File: src/hw/rtl/cpcd_pkg.sv
// shared types and constants for the camera capture decimator
`default_nettype none

package cpcd_pkg;

   // field widths
   localparam int LineCountWidth  = 9;
   localparam int PixelCountWidth = 10;
   localparam int AddrWidth       = 18;
   localparam int DataWidth       = 8;
   localparam int CsrIndexWidth   = 1;
   localparam int CsrDataWidth    = 10;

   // register reset values
   localparam logic [LineCountWidth-1:0]  LineCountReset  = 9'd120;
   localparam logic [PixelCountWidth-1:0] PixelCountReset = 10'd160;

   // register indexes
   localparam logic [CsrIndexWidth-1:0] CsrLineCount  = 1'd0;
   localparam logic [CsrIndexWidth-1:0] CsrPixelCount = 1'd1;

   // default limits
   localparam int MaxLinesDefault  = 256;
   localparam int MaxPixelsDefault = 512;

   // one sampled pin word
   typedef struct packed {
      logic                 start_req;
      logic                 vsync;
      logic                 hsync;
      logic                 pixel_clock;
      logic [DataWidth-1:0] data_byte;
   } req_type;

   // one result word
   typedef struct packed {
      logic                 byte_valid;
      logic [AddrWidth-1:0] byte_address;
      logic [DataWidth-1:0] byte_data;
      logic                 frame_done;
      logic                 busy_res;
   } rsp_type;

   // configuration handed to the sequencer
   typedef struct packed {
      logic [LineCountWidth-1:0]  line_count;
      logic [PixelCountWidth-1:0] pixel_count;
   } cfg_type;

endpackage

`default_nettype wire

File: src/hw/rtl/cpcd_csr.sv
// configuration registers for line and pixel counts
`default_nettype none

module cpcd_csr (
   input  wire logic                                 clock,
   input  wire logic                                 reset,
   input  wire logic                                 csr_valid,
   output logic                                      csr_ready,
   input  wire logic [cpcd_pkg::CsrIndexWidth-1:0]   csr_index,
   input  wire logic [cpcd_pkg::CsrDataWidth-1:0]    csr_wdata,
   output cpcd_pkg::cfg_type                         cfg
);

   cpcd_pkg::cfg_type cfg_ff;
   cpcd_pkg::cfg_type cfg_in;

   // writes are always taken
   assign csr_ready = 1'b1;

   // register write decode
   always_comb begin
      cfg_in = cfg_ff;
      if (csr_valid) begin
         unique case (csr_index)
            cpcd_pkg::CsrLineCount: begin
               cfg_in.line_count = csr_wdata[cpcd_pkg::LineCountWidth-1:0];
            end
            cpcd_pkg::CsrPixelCount: begin
               cfg_in.pixel_count = csr_wdata[cpcd_pkg::PixelCountWidth-1:0];
            end
            default: begin
               cfg_in = cfg_ff;
            end
         endcase
      end
   end

   always_ff @(posedge clock) begin
      if (reset) begin
         cfg_ff.line_count  <= cpcd_pkg::LineCountReset;
         cfg_ff.pixel_count <= cpcd_pkg::PixelCountReset;
      end else begin
         cfg_ff <= cfg_in;
      end
   end

   assign cfg = cfg_ff;

endmodule

`default_nettype wire

File: src/hw/rtl/cpcd_seq.sv
// capture sequencer: sync waits, byte capture, pixel and line counting
`default_nettype none

module cpcd_seq #(
   parameter int MAX_LINES  = cpcd_pkg::MaxLinesDefault,
   parameter int MAX_PIXELS = cpcd_pkg::MaxPixelsDefault
) (
   input  wire logic        clock,
   input  wire logic        reset,
   input  wire logic        step,
   input  cpcd_pkg::req_type word,
   input  cpcd_pkg::cfg_type cfg,
   output cpcd_pkg::rsp_type result
);

   localparam int LineCntWidth  = $clog2(MAX_LINES + 1);
   localparam int PixCntWidth   = $clog2(MAX_PIXELS + 1);
   localparam int LineCmpWidth  = (LineCntWidth > cpcd_pkg::LineCountWidth) ?
                                  LineCntWidth : cpcd_pkg::LineCountWidth;
   localparam int PixCmpWidth   = (PixCntWidth > cpcd_pkg::PixelCountWidth) ?
                                  PixCntWidth : cpcd_pkg::PixelCountWidth;

   // sequencer states
   localparam logic [3:0] StIdle  = 4'd0;
   localparam logic [3:0] StVsHi  = 4'd1;
   localparam logic [3:0] StVsLo  = 4'd2;
   localparam logic [3:0] StHsHi1 = 4'd3;
   localparam logic [3:0] StHsLo  = 4'd4;
   localparam logic [3:0] StHsHi2 = 4'd5;
   localparam logic [3:0] StPaHi  = 4'd6;
   localparam logic [3:0] StPaLo  = 4'd7;
   localparam logic [3:0] StPbHi  = 4'd8;
   localparam logic [3:0] StPbLo  = 4'd9;
   localparam logic [3:0] StS1Hi  = 4'd10;
   localparam logic [3:0] StS1Lo  = 4'd11;
   localparam logic [3:0] StS2Hi  = 4'd12;
   localparam logic [3:0] StS2Lo  = 4'd13;

   logic [3:0]                        state_ff, state_in;
   logic [LineCntWidth-1:0]           line_ff, line_in;
   logic [PixCntWidth-1:0]            pix_ff, pix_in;
   logic [cpcd_pkg::AddrWidth-1:0]    addr_ff, addr_in;

   logic [LineCmpWidth-1:0]           line_limit;
   logic [PixCmpWidth-1:0]            pix_limit;
   logic [LineCntWidth-1:0]           line_next;
   logic [PixCntWidth-1:0]            pix_next;

   // effective limits: zero reads as one, large values clamp to the maximum
   always_comb begin
      line_limit = LineCmpWidth'(cfg.line_count);
      if (cfg.line_count == '0) begin
         line_limit = LineCmpWidth'(1);
      end else if (LineCmpWidth'(cfg.line_count) > LineCmpWidth'(MAX_LINES)) begin
         line_limit = LineCmpWidth'(MAX_LINES);
      end
      pix_limit = PixCmpWidth'(cfg.pixel_count);
      if (cfg.pixel_count == '0) begin
         pix_limit = PixCmpWidth'(1);
      end else if (PixCmpWidth'(cfg.pixel_count) > PixCmpWidth'(MAX_PIXELS)) begin
         pix_limit = PixCmpWidth'(MAX_PIXELS);
      end
   end

   assign line_next = line_ff + LineCntWidth'(1);
   assign pix_next  = pix_ff + PixCntWidth'(1);

   // next state and result for the word in the input register
   always_comb begin
      state_in = state_ff;
      line_in  = line_ff;
      pix_in   = pix_ff;
      addr_in  = addr_ff;
      result   = '0;
      unique case (state_ff)
         StIdle: begin
            if (word.start_req) begin
               state_in = StVsHi;
            end
         end
         StVsHi: begin
            if (word.vsync) begin
               state_in = StVsLo;
            end
         end
         StVsLo: begin
            if (!word.vsync) begin
               addr_in  = '0;
               line_in  = '0;
               state_in = StHsHi1;
            end
         end
         StHsHi1: begin
            if (word.hsync) begin
               state_in = StHsLo;
            end
         end
         StHsLo: begin
            if (!word.hsync) begin
               state_in = StHsHi2;
            end
         end
         StHsHi2: begin
            if (word.hsync) begin
               pix_in   = '0;
               state_in = StPaHi;
            end
         end
         StPaHi, StPbHi: begin
            if (word.pixel_clock) begin
               result.byte_valid   = 1'b1;
               result.byte_address = addr_ff;
               result.byte_data    = word.data_byte;
               addr_in             = addr_ff + cpcd_pkg::AddrWidth'(1);
               state_in            = state_ff + 4'd1;
            end
         end
         StS1Hi, StS2Hi: begin
            if (word.pixel_clock) begin
               state_in = state_ff + 4'd1;
            end
         end
         StPaLo, StPbLo, StS1Lo: begin
            if (!word.pixel_clock) begin
               state_in = state_ff + 4'd1;
            end
         end
         StS2Lo: begin
            if (!word.pixel_clock) begin
               pix_in = pix_next;
               if (PixCmpWidth'(pix_next) >= pix_limit) begin
                  line_in = line_next;
                  if (LineCmpWidth'(line_next) >= line_limit) begin
                     result.frame_done = 1'b1;
                     state_in          = StIdle;
                  end else begin
                     state_in = StHsHi1;
                  end
               end else begin
                  state_in = StPaHi;
               end
            end
         end
         default: begin
            state_in = StIdle;
         end
      endcase
      result.busy_res = (state_in != StIdle);
   end

   // sequencer state
   always_ff @(posedge clock) begin
      if (reset) begin
         state_ff <= StIdle;
         line_ff  <= '0;
         pix_ff   <= '0;
         addr_ff  <= '0;
      end else if (step) begin
         state_ff <= state_in;
         line_ff  <= line_in;
         pix_ff   <= pix_in;
         addr_ff  <= addr_in;
      end
   end

endmodule

`default_nettype wire

File: src/hw/rtl/camera_parallel_capture_decimator_unit.sv
// top level of the parallel camera capture decimator
//
// Usage: each req word carries one sample of the camera pins (vsync, hsync,
// pixel clock level, data byte) plus a start request. Every accepted word
// gives exactly one rsp word: byte_valid with byte_address and byte_data
// when a kept byte was captured, frame_done on the word that ends a frame,
// and busy_res while a capture is armed or running.
// Pipeline: an accepted word goes into the input register, the sequencer
// steps it into the result register and rsp shows it. Throughput: one word
// per cycle while rsp_stall is low.
// Configuration: csr writes set the kept line count (index 0) and the kept
// pixel count (index 1); csr_ready is always high. Write only while idle.
// Reset: synchronous and active high; clears the pipeline, the sequencer
// (to idle) and loads line count 120 and pixel count 160.
// Stall: when rsp_stall holds, the result register keeps its word and
// req_stall rises once the input register is also full; no word is lost.
`default_nettype none

module camera_parallel_capture_decimator_unit #(
   parameter int MAX_LINES  = cpcd_pkg::MaxLinesDefault,
   parameter int MAX_PIXELS = cpcd_pkg::MaxPixelsDefault
) (
   input  wire logic                                clock,
   input  wire logic                                reset,
   input  wire logic                                req_valid,
   output logic                                     req_stall,
   input  cpcd_pkg::req_type                        req_data,
   output logic                                     rsp_valid,
   input  wire logic                                rsp_stall,
   output cpcd_pkg::rsp_type                        rsp_data,
   input  wire logic                                csr_valid,
   output logic                                     csr_ready,
   input  wire logic [cpcd_pkg::CsrIndexWidth-1:0]  csr_index,
   input  wire logic [cpcd_pkg::CsrDataWidth-1:0]   csr_wdata
);

   cpcd_pkg::cfg_type cfg;
   cpcd_pkg::rsp_type step_result;

   logic              in_valid_ff, in_valid_in;
   cpcd_pkg::req_type in_data_ff;
   logic              out_valid_ff, out_valid_in;
   cpcd_pkg::rsp_type out_data_ff;
   logic              out_free;
   logic              step;
   logic              accept;

   // handshake between input register and result register
   assign out_free  = !out_valid_ff || !rsp_stall;
   assign step      = in_valid_ff && out_free;
   assign req_stall = in_valid_ff && !out_free;
   assign accept    = req_valid && !req_stall;

   assign in_valid_in  = accept || (in_valid_ff && !step);
   assign out_valid_in = step || (out_valid_ff && rsp_stall);

   // configuration registers
   cpcd_csr u_csr (
      .clock     (clock),
      .reset     (reset),
      .csr_valid (csr_valid),
      .csr_ready (csr_ready),
      .csr_index (csr_index),
      .csr_wdata (csr_wdata),
      .cfg       (cfg)
   );

   // sequencer
   cpcd_seq #(
      .MAX_LINES  (MAX_LINES),
      .MAX_PIXELS (MAX_PIXELS)
   ) u_seq (
      .clock  (clock),
      .reset  (reset),
      .step   (step),
      .word   (in_data_ff),
      .cfg    (cfg),
      .result (step_result)
   );

   // input register
   always_ff @(posedge clock) begin
      if (reset) begin
         in_valid_ff <= 1'b0;
      end else begin
         in_valid_ff <= in_valid_in;
      end
   end

   always_ff @(posedge clock) begin
      if (accept) begin
         in_data_ff <= req_data;
      end
   end

   // result register
   always_ff @(posedge clock) begin
      if (reset) begin
         out_valid_ff <= 1'b0;
      end else begin
         out_valid_ff <= out_valid_in;
      end
   end

   always_ff @(posedge clock) begin
      if (step) begin
         out_data_ff <= step_result;
      end
   end

   assign rsp_valid = out_valid_ff;
   assign rsp_data  = out_data_ff;

endmodule

`default_nettype wire

File: config.mk
export PLATFORM = sky130hd
export DESIGN_NAME = camera_parallel_capture_decimator_unit
export DESIGN_NICKNAME = d
export VERILOG_FILES = /design/src/hw/rtl/cpcd_pkg.sv /design/src/hw/rtl/cpcd_csr.sv /design/src/hw/rtl/cpcd_seq.sv /design/src/hw/rtl/camera_parallel_capture_decimator_unit.sv
export SDC_FILE = /design/constraint.sdc
export NUM_CORES = 1
export LEC_CHECK = 0
export BUFFER_PORTS_ARGS = -buffer_cell sky130_fd_sc_hd__buf_2
export CORE_AREA = 2 2 107 109
export CTS_CLUSTER_DIAMETER = 40
export DETAILED_ROUTE_END_ITERATION = 16
export DIE_AREA = 0 0 109 111
export PLACE_DENSITY = 0.76
export SYNTH_ARGS = -nofsm -noshare
export SYNTH_HDL_FRONTEND = slang
export SYNTH_SLANG_ARGS = --single-unit
export TNS_END_PERCENT = 100
File: constraint.sdc
create_clock -name clock -period 7.8 [get_ports clock]
set_input_delay 1.56 -clock clock [delete_from_list [all_inputs] [get_ports clock]]
set_output_delay 1.56 -clock clock [all_outputs]
set_load 0.02 [all_outputs]
==> impl_metrics.json, run 1 <==
{
  "p_seq_share_pct": 53.4,
  "finalCritPeriodShare_pct": 45.9,
  "crit_path_cell_trace": "buf_2 > and3_1 > buf_2",
  "cts_tree": "built",
  "p_leak_nw": 2.31,
  "final_area_um2": 5930,
  "post_drt_wl_per_cell_um": 14.0,
  "peakVddDrop_mv": 0.0988,
  "dieArea_um2": 12100,
  "fin_skew_ns": 0.00620,
  "cp-start-kind": "input port",
  "post_cts_buffers": 0,
  "slew_violations": 0,
  "max-slew-margin-rel_pct": 22.3,
  "crit_required_ns": 6.24,
  "clk_pin_slew_worst_paths_ns": 0.07,
  "max_cap_viol_count": 0,
  "hold_start": "u_csr.cfg[0]",
  "ff2ff_setup_slack_ns": 4.55,
  "p_sw_share_pct": 24.9,
  "ys_warn_count": 0,
  "p_int_mw": 0.831,
  "crit_path_top_delay_cell": "and3_1",
  "ys_ff_latch": 103,
  "finalNonFillerCells": 759,
  "synth_seq_area_share_pct": 46.6,
  "antenna_found_initial": 0,
  "hold_class": "flip-flop to flip-flop",
  "htree_levels": 3,
  "core_area_um2": 11100,
  "diodes": 0,
  "ant_nets": 0,
  "cts_hold_buf": 0,
  "yosysUniqueCellTypes": 62,
  "path_common_cell": "buf_2",
  "p_per_area_nw_per_um2": 186,
  "syn_inst": 571,
  "place_area_um2": 5650,
  "initial_core_util_pct": 47.9,
  "combPwrFrac_pct": 8.1,
  "grt_pass1_vias": 3955,
  "vias": 4161,
  "ioPinCount": 60,
  "synthToLayoutAreaGrowth_pct": 11.8,
  "synth_edf_count": 41,
  "drc_errors": 0,
  "arrival_ns": 2.02,
  "grt_use_total_pct": 18.5,
  "fin_util_pct": 53.6,
  "synth_area_per_cell_um2": 9.30,
  "wirelength_mm": 10.6,
  "first_pass_iters": 4,
  "p_switching_mw": 0.275,
  "cts-root-buf": "clkbuf_16",
  "ys_async_sr_fraction_pct": 0,
  "clk_latency_ns": 0.34,
  "drive_gt1_share_pct": 14.9,
  "viasPerCell": 5.48,
  "hold_viol_final": 0,
  "grt_max_degree": 47,
  "worstSetupStartpoint": "rsp_stall",
  "synth_area_um2": 5310,
  "post-dp-hpwl_mm": 7.60,
  "cts_buffers": 9,
  "worst_slew_pin_slew_ns": 1.16,
  "path_class": "input port to primary output",
  "gp_congestion": 0.881,
  "placedCellCount": 743,
  "clock_path_buffers": 2,
  "clkPwrFrac_pct": 38.5,
  "layout.nets": 665,
  "slowest_delay_ns": 0.19,
  "rows": 39,
  "chipHeight_um": 111,
  "cts.sinks": 103,
  "setup_viol": 0,
  "synth_fp_nets": 625,
  "finalSetupTns_ns": 0,
  "grt-ovfl-total": 0,
  "cts_resized": 0,
  "die_x_um": 109,
  "rsz0062_at_grt": "false",
  "synth_ff_type": "dfxtp_1",
  "clock.fmax_mhz": 279,
  "drt_iter0_drc": 309,
  "reg2reg_from": "u_seq.pix_ff[0]",
  "endpoint_kind": "primary output",
  "grt_pass1_wl_mm": 18.2,
  "outcome": "completed",
  "critPathMaxFanout": 3,
  "period_needed_ns": 3.58,
  "numPortBuffers": 58
}
[kinds of logic (layout without fill, tap and decap cells)]
kind of cell | Yosys count | count (layout) | synth area share, %
buf+inv | 45 | 90 | 3.58
flops | 103 | 103 | 46.6
mux | 4 | 4 | 0.801
xor+xnor | 28 | 28 | 4.62
simple gates | 254 | 254 | 24.7
fa+ha+maj | 26 | 26 | 6.13
other cells | 1 | 1 | 0.0707
compound gates | 110 | 110 | 13.5
[Yosys cell counts, types with 6 or more instances]
cell       n  area [um2]
nand3b_1  10        75.1
xnor2_1   19         166
nand2_1   88         330
nor2b_1    7        43.8
nor4_1     6        37.5
nand2b_1   7        43.8
nor2_1    42         158
dfxtp_1   62        1240
inv_1     13        48.8
a21oi_1   45         225
o211ai_1   9        67.6
a22oi_1    6        45.0
edfxtp_1  41        1230
nor3_1     8        40.0
o21ai_1   13        65.1
and3_1    36         225
nand4_1    6        37.5
clkbuf_1  19        71.3
nand3_1   15        75.1
ha_1      26         325
xor2_1     9        78.8
[power by group through the flow]
stage	sequential [mW]	clock (mW)	combinational, mW
after floorplan	0.606	0	0.0581
after global placement	0.602	0	0.0872
after detailed placement	0.603	0	0.0900
after CTS	0.590	0.435	0.0903
after global routing	0.593	0.457	0.101
final	0.591	0.425	0.0898
[worst paths after layout]
kind,end,cells after the start
worst max register to register,rsp_data[0],10
worst min register to register,u_csr.cfg[0],2
worst min-delay path,u_csr.cfg[0],2
worst max-delay path,req_stall,3
[registers in the layout, summed over array words and instances, names as in the netlist]
signal          cells
in_data_ff         12
rsp_valid           1
rsp_data           29
u_csr.cfg          19
u_seq.pix_ff       10
u_seq.state_ff      4
u_seq.line_ff       9
u_seq.addr_ff      18
in_valid_ff         1
[worst max-delay path, delay by kind of cell]
kind                   cells  cell delay, ns
buffers and inverters      2            0.27
AND/OR/NAND/NOR            1            0.19
[through the flow]
stage	power, mW	setup WS [ns]	hold WS (ns)
2_1_floorplan	0.665	4.41	0.436
3_3_place_gp	0.689	4.22	0.450
3_5_place_dp	0.693	4.10	0.462
4_1_cts	1.12	4.22	0.472
5_1_grt	1.15	4.19	0.495
6_report	1.11	4.22	0.474
[layer usage]
metal	track usage [%]	wire [um]	vias up
li1	-	-	2120
met5	0	0	-
met2	31.7	5210	107
met3	3.64	522	11
met4	4.96	110	0
met1	23.6	4750	1923
[layout make-up]
type                    instances  area [um2]
clock buffers                  10         229
clock inverters                 6        56.3
fillers                      1002        5140
inverters                      16        60.1
multi-input cells             423        2650
flip-flops and latches        103        2470
well taps                     143         179
repair buffers                 58         290
[cells in the final DEF, fill, tap and decap left out, types with 4 or more instances in the layout]
master,Yosys,routed
nor2b_1,7,7
clkbuf_16,0,9
xnor2_1,19,19
and2_1,4,4
o21a_1,4,4
or3_1,4,4
nand3_1,15,15
buf_2,5,58
nor3_1,8,8
a21oi_1,45,45
nor4_1,6,6
inv_1,13,13
edfxtp_1,41,41
nand2_1,88,88
a22oi_1,6,6
nand2b_1,7,7
dfxtp_1,62,62
o21ai_1,13,13
a311oi_1,5,5
nor2_1,42,42
nor3_2,5,5
o21ai_0,5,5
xor2_1,9,9
ha_1,26,26
a221oi_1,4,4
nand3b_1,10,10
nand4_1,6,6
nor4_2,4,4
and3_1,36,36
o211ai_1,9,9
(Power assumes the default switching activity.)
==> run 2: changes to the inputs <==
--- a/config.mk
+++ b/config.mk
@@ -10,7 +10,7 @@
 export CTS_CLUSTER_DIAMETER = 40
 export DETAILED_ROUTE_END_ITERATION = 16
 export DIE_AREA = 0 0 109 111
-export PLACE_DENSITY = 0.76
+export PLACE_DENSITY = 0.79
 export SYNTH_ARGS = -nofsm -noshare
 export SYNTH_HDL_FRONTEND = slang
 export SYNTH_SLANG_ARGS = --single-unit
==> constraint.sdc (replaced) <==
create_clock -name clock -period 3.2 [get_ports clock]
set_input_delay 0.64 -clock clock [delete_from_list [all_inputs] [get_ports clock]]
set_output_delay 0.64 -clock clock [all_outputs]
set_load 0.02 [all_outputs]
==> run 2 against run 1 <==
Final area is 1.2% higher. Worst setup slack worse by 4.0 ns. Power is 150% higher. First-iteration DRC count is 14% lower. Sequential share of layout area is 0.46 points lower. Die area stayed put. Clock skew is 0.0034 ns higher. Wire length stayed put. Worst hold slack worse by 0.014 ns.
==> impl_metrics.json, run 2 (synthesis results as in run 1) <==
{
  "outcome": "completed",
  "grt_use_total_pct": 18.3,
  "core_area_um2": 11100,
  "htree_levels": 3,
  "rsz0062_at_grt": "false",
  "grt_pass1_wl_mm": 18.0,
  "cts_buffers": 9,
  "reg2reg_from": "u_seq.pix_ff[1]",
  "worst_slew_pin_slew_ns": 0.817,
  "drive_gt1_share_pct": 16.8,
  "chipHeight_um": 111,
  "ant_nets": 0,
  "preCtsSetupSlack_ns": 0.186,
  "die_x_um": 109,
  "arrival_ns": 3.23,
  "holdPathEnd": "u_csr.cfg[10]",
  "antenna_found_initial": 0,
  "ff_latch_area_um2": 2470,
  "drc_errors": 0,
  "diodes": 0,
  "slew_violations": 0,
  "whs_path_depth": 2,
  "worstSetupStartpoint": "u_seq.pix_ff[1]",
  "critPathMaxFanout": 5,
  "final_common_cell": "nand2_1",
  "vias": 4197,
  "drt_iter0_drc": 265,
  "clk_pin_slew_worst_paths_ns": 0.07,
  "layout_setup_ws_ns": 0.185,
  "clock_path_buffers": 2,
  "placedCellCount": 751,
  "first_pass_iters": 5,
  "peakVddDrop_mv": 0.228,
  "clock.fmax_mhz": 332,
  "fin_skew_ns": 0.00961,
  "synthToLayoutAreaGrowth_pct": 13.1,
  "p_per_area_nw_per_um2": 454,
  "finalCritPeriodShare_pct": 94.2,
  "r2r-end": "u_seq.line_ff[3]",
  "period_needed_ns": 3.02,
  "grt_pass1_vias": 3957,
  "final_area_um2": 6000,
  "endpoint_kind": "flip-flop",
  "final_cell_mix": "88 x nand2_1, 61 x dfxtp_1, 58 x buf_2",
  "setup_viol": 0,
  "rows": 39,
  "cts_tree": "built",
  "hold_viol_final": 0,
  "initial_core_util_pct": 47.9,
  "wirelength_mm": 10.6,
  "path_class": "flip-flop to flip-flop",
  "finalNonFillerCells": 767,
  "fin_util_pct": 54.2,
  "cts-root-buf": "clkbuf_16",
  "num-fill-cells": 994,
  "place_area_um2": 5710,
  "cp-start-kind": "flip-flop",
  "post_drt_wl_per_cell_um": 13.8,
  "largest_register_ffs": 29,
  "ioPinCount": 60,
  "viasPerCell": 5.47,
  "max-slew-margin-rel_pct": 45.5,
  "grt-ovfl-total": 0,
  "post-dp-hpwl_mm": 7.59,
  "r2r_cells": 12,
  "ff2ff_setup_slack_ns": 0.18,
  "layout.nets": 673,
  "clk_latency_ns": 0.34,
  "grt_max_degree": 31,
  "hold_start": "u_csr.cfg[10]",
  "gp_congestion": 0.899,
  "max_cap_viol_count": 0,
  "cts.sinks": 103,
  "dieArea_um2": 12100,
  "multi_input_area_um2": 2650,
  "crit_required_ns": 3.41,
  "hold_class": "flip-flop to flip-flop",
  "post_cts_buffers": 0,
  "numPortBuffers": 58,
  "finalSetupTns_ns": 0,
  "p_leak_nw": 2.35
}
-- run 2: layout make-up --
class                           count  share of cell area [%]
Clock inverter                      6                   0.959
Timing Repair Buffer               66                    5.84
Inverter                           16                    1.00
Tap cell                          143                    2.98
Multi-Input combinational cell    423                    44.2
Clock buffer                       10                    3.82
Sequential cell                   103                    41.2
-- run 2: worst max path at each step --
| stage | end |
|---|---|
| 2_1_floorplan | rsp_data[0] |
| 3_5_place_dp | rsp_data[0] |
| 5_1_grt | u_seq.line_ff[0] |
| 6_report | u_seq.line_ff[3] |
| 4_1_cts | u_seq.line_ff[3] |
| 3_3_place_gp | rsp_data[0] |
-- run 2: stage by stage --
stage / hold WS [ns] / total power, mW
6_report: 0.461 / 2.73
5_1_grt: 0.457 / 2.84
4_1_cts: 0.462 / 2.74
3_5_place_dp: 0.454 / 1.69
3_3_place_gp: 0.450 / 1.68
2_1_floorplan: 0.436 / 1.62
-- run 2: what timing repair did --
item	4_1_cts	5_1_grt
setup endpoints to repair	0	11
gates resized for setup	0	5
hold buffers	0	0
-- run 2: report_power, final --
group	switching [mW]	internal [mW]	leakage, nW
Clock	0.515	0.551	0.142
Sequential	0.0301	1.41	0.883
Combinational	0.144	0.0811	1.33
Total	0.689	2.04	2.35
-- run 2: routing by layer --
metal / global-route usage, % / share of wire, % / wire length, um
met1: 23.9 / 45 / 4730
met2: 31.0 / 49 / 5210
met3: 2.76 / 4.9 / 515
met4: 5.56 / 1.4 / 148
met5: 0 / 0 / 0
-- run 2: critical path, stage by stage (launching register included) --
cell	delay, ns
dfxtp_1	0.37
ha_2	0.22
and3_1	0.24
and3_1	0.25
nand3_1	0.11
xnor2_1	0.16
ha_1	0.31
nand4_1	0.11
o31a_1	0.35
and2_1	0.23
buf_4	0.18
o211ai_1	0.22
a21oi_1	0.12
==> run 3: changes to the inputs <==
==> constraint.sdc (replaced) <==
create_clock -name clock -period 2.5 [get_ports clock]
set_input_delay 0.5 -clock clock [delete_from_list [all_inputs] [get_ports clock]]
set_output_delay 0.5 -clock clock [all_outputs]
set_load 0.02 [all_outputs]
==> run 3 against run 2 <==
The run now ends with setup timing left. Worst hold slack worse by 0.14 ns. Sequential power is 27% higher. Count of clock-buffer cells in the layout stayed put. Combinational power is 42% higher. Wire length is 17% higher. Fmax is 14% higher. Clock power is 33% higher. Non-clock buffer count is 37 higher. Final area is 9.8% higher. Via count is 8.7% higher.
==> impl_metrics.json, run 3 (synthesis results as in run 1) <==
{
  "p_leak_nw": 2.62,
  "gp_congestion": 0.870,
  "place_area_um2": 5970,
  "r2r-end": "rsp_data[0]",
  "r2r_cells": 11,
  "slew_violations": 0,
  "outcome": "complete, but fails checks",
  "synthToLayoutAreaGrowth_pct": 24.2,
  "whs_path_depth": 1,
  "die_x_um": 109,
  "clock_path_buffers": 2,
  "first_pass_iters": 5,
  "max_cap_viol_count": 0,
  "grt_max_degree": 33,
  "grt-ovfl-total": 0,
  "cts_buffers": 9,
  "p_per_area_nw_per_um2": 541,
  "numPortBuffers": 58,
  "chipHeight_um": 111,
  "post_drt_wl_per_cell_um": 15.5,
  "num-fill-cells": 896,
  "rows": 39,
  "period_needed_ns": 2.64,
  "finalNonFillerCells": 804,
  "grt_pass1_vias": 4379,
  "layout.nets": 710,
  "diodes": 0,
  "hold_start": "req_data[11]",
  "worst_slew_pin_slew_ns": 0.659,
  "final_common_cell": "nand2_1",
  "clk_latency_ns": 0.35,
  "cts.sinks": 103,
  "layout_setup_ws_ns": -0.145,
  "drc_errors": 0,
  "wirelength_mm": 12.4,
  "dieArea_um2": 12100,
  "holdPathEnd": "in_data_ff[11]",
  "grt_pass1_wl_mm": 20.0,
  "cts-root-buf": "clkbuf_16",
  "arrival_ns": 2.72,
  "hold_viol_final": 0,
  "endpoint_kind": "flip-flop",
  "reg2reg_from": "u_seq.pix_ff[1]",
  "clock.fmax_mhz": 378,
  "final_area_um2": 6590,
  "crit_path_top_delay_cell": "dfxtp_4",
  "slowest_delay_ns": 0.38,
  "antenna_found_initial": 0,
  "critPathMaxFanout": 6,
  "drive_gt1_share_pct": 26.9,
  "ff2ff_setup_slack_ns": -0.14,
  "path_class": "flip-flop to flip-flop",
  "largest_register_ffs": 29,
  "setup_viol": 14,
  "rsz0062_at_grt": "true",
  "placedCellCount": 778,
  "critPathTopFamily": "simple AND/OR/NAND/NOR gates",
  "grt_use_total_pct": 20.5,
  "crit_required_ns": 2.58,
  "p_total_mw": 3.57,
  "max-slew-margin-rel_pct": 56.1,
  "hold_class": "input port to flip-flop",
  "violations": "setup timing",
  "initial_core_util_pct": 47.9,
  "ant_nets": 0,
  "cts_tree": "built",
  "post-dp-hpwl_mm": 8.64,
  "final_cell_mix": "87 x nand2_1, 58 x buf_2, 56 x dfxtp_1",
  "clk_pin_slew_worst_paths_ns": 0.08,
  "cp-start-kind": "flip-flop",
  "peakVddDrop_mv": 0.274,
  "fin_skew_ns": 0.00974,
  "ioPinCount": 60,
  "fin_util_pct": 59.5,
  "viasPerCell": 5.67,
  "finalCritPeriodShare_pct": 106,
  "drt_iter0_drc": 235,
  "critPathBufInv": 0,
  "htree_levels": 3,
  "core_area_um2": 11100,
  "vias": 4562,
  "crit_path_cell_trace": "ha_4 > and3_4 > and3_4 > nand3_4 > xnor2_4 > ha_4 > nand4_1 > o31a_1 > and2_4 > o21ai_2 > nand4_1"
}
==> run 3: changes by cell type in the layout (fill, tap and decap cells not counted), moves of 4 or more <==
cell / delta
nand3_1: -5
nand3_4: +4
dfxtp_1: -5
xnor2_1: -4
buf_4: +34
==> run 3: worst max path at each step <==
| stage | start | endpoint | slack (ns) | depth (start not counted) |
|---|---|---|---|---|
| after CTS | u_seq.pix_ff[0] | rsp_data[0] | -0.01 | 11 |
| after global placement | u_seq.pix_ff[1] | u_seq.line_ff[0] | -0.03 | 12 |
| after floorplan | u_seq.pix_ff[0] | rsp_data[0] | -0.0007 | 13 |
| after global routing | u_seq.pix_ff[1] | u_seq.line_ff[5] | -0.23 | 12 |
| final | u_seq.pix_ff[1] | rsp_data[0] | -0.14 | 11 |
| after detailed placement | u_seq.line_ff[1] | u_seq.state_ff[1] | -0.14 | 11 |
==> run 3: cell type report <==
type / count / area, um2 / share of cell area, %
clock buffers: 10 / 250 / 3.80
inverters: 16 / 60.1 / 0.911
well taps: 143 / 179 / 2.71
clock inverters: 6 / 53.8 / 0.816
multi-input cells: 423 / 2920 / 44.3
repair buffers: 103 / 639 / 9.70
flip-flops and latches: 103 / 2490 / 37.7
==> run 3: metal layers <==
metal	global-route usage [%]	vias up	share of wire, %
met5	0	-	0
met4	6.75	0	1.5
met3	4.47	21	5.6
met2	35.4	149	52
met1	25.1	2172	41
li1	-	2220	-
==> run 3: what timing repair did <==
| item | 4_1_cts | 5_1_grt |
|---|---|---|
| gates resized for setup | 26 | 21 |
| endpoints found under the setup margin | 14 | 30 |
| hold endpoints to repair | 0 | 0 |
| hold buffers | 0 | 0 |
| setup buffers | 6 | 4 |
| pin swaps | 21 | 16 |
==> run 3: metrics by stage <==
stage | TNS, ns | setup slack (ns) | hold WS [ns]
after global routing | -2.41 | -0.226 | 0.310
after global placement | -0.134 | -0.0338 | 0.449
after CTS | -0.0259 | -0.0136 | 0.316
final | -1.05 | -0.145 | 0.319
after floorplan | -0.000735 | -0.000735 | 0.436
after detailed placement | -1.01 | -0.144 | 0.451
==> run 3: power breakdown <==
group / internal, mW / leakage, nW / switching, mW / total [mW]
clock network: 0.758 / 0.148 / 0.659 / 1.42
registers: 1.80 / 0.886 / 0.0374 / 1.83
logic: 0.115 / 1.59 / 0.203 / 0.319
total: 2.67 / 2.62 / 0.899 / 3.57
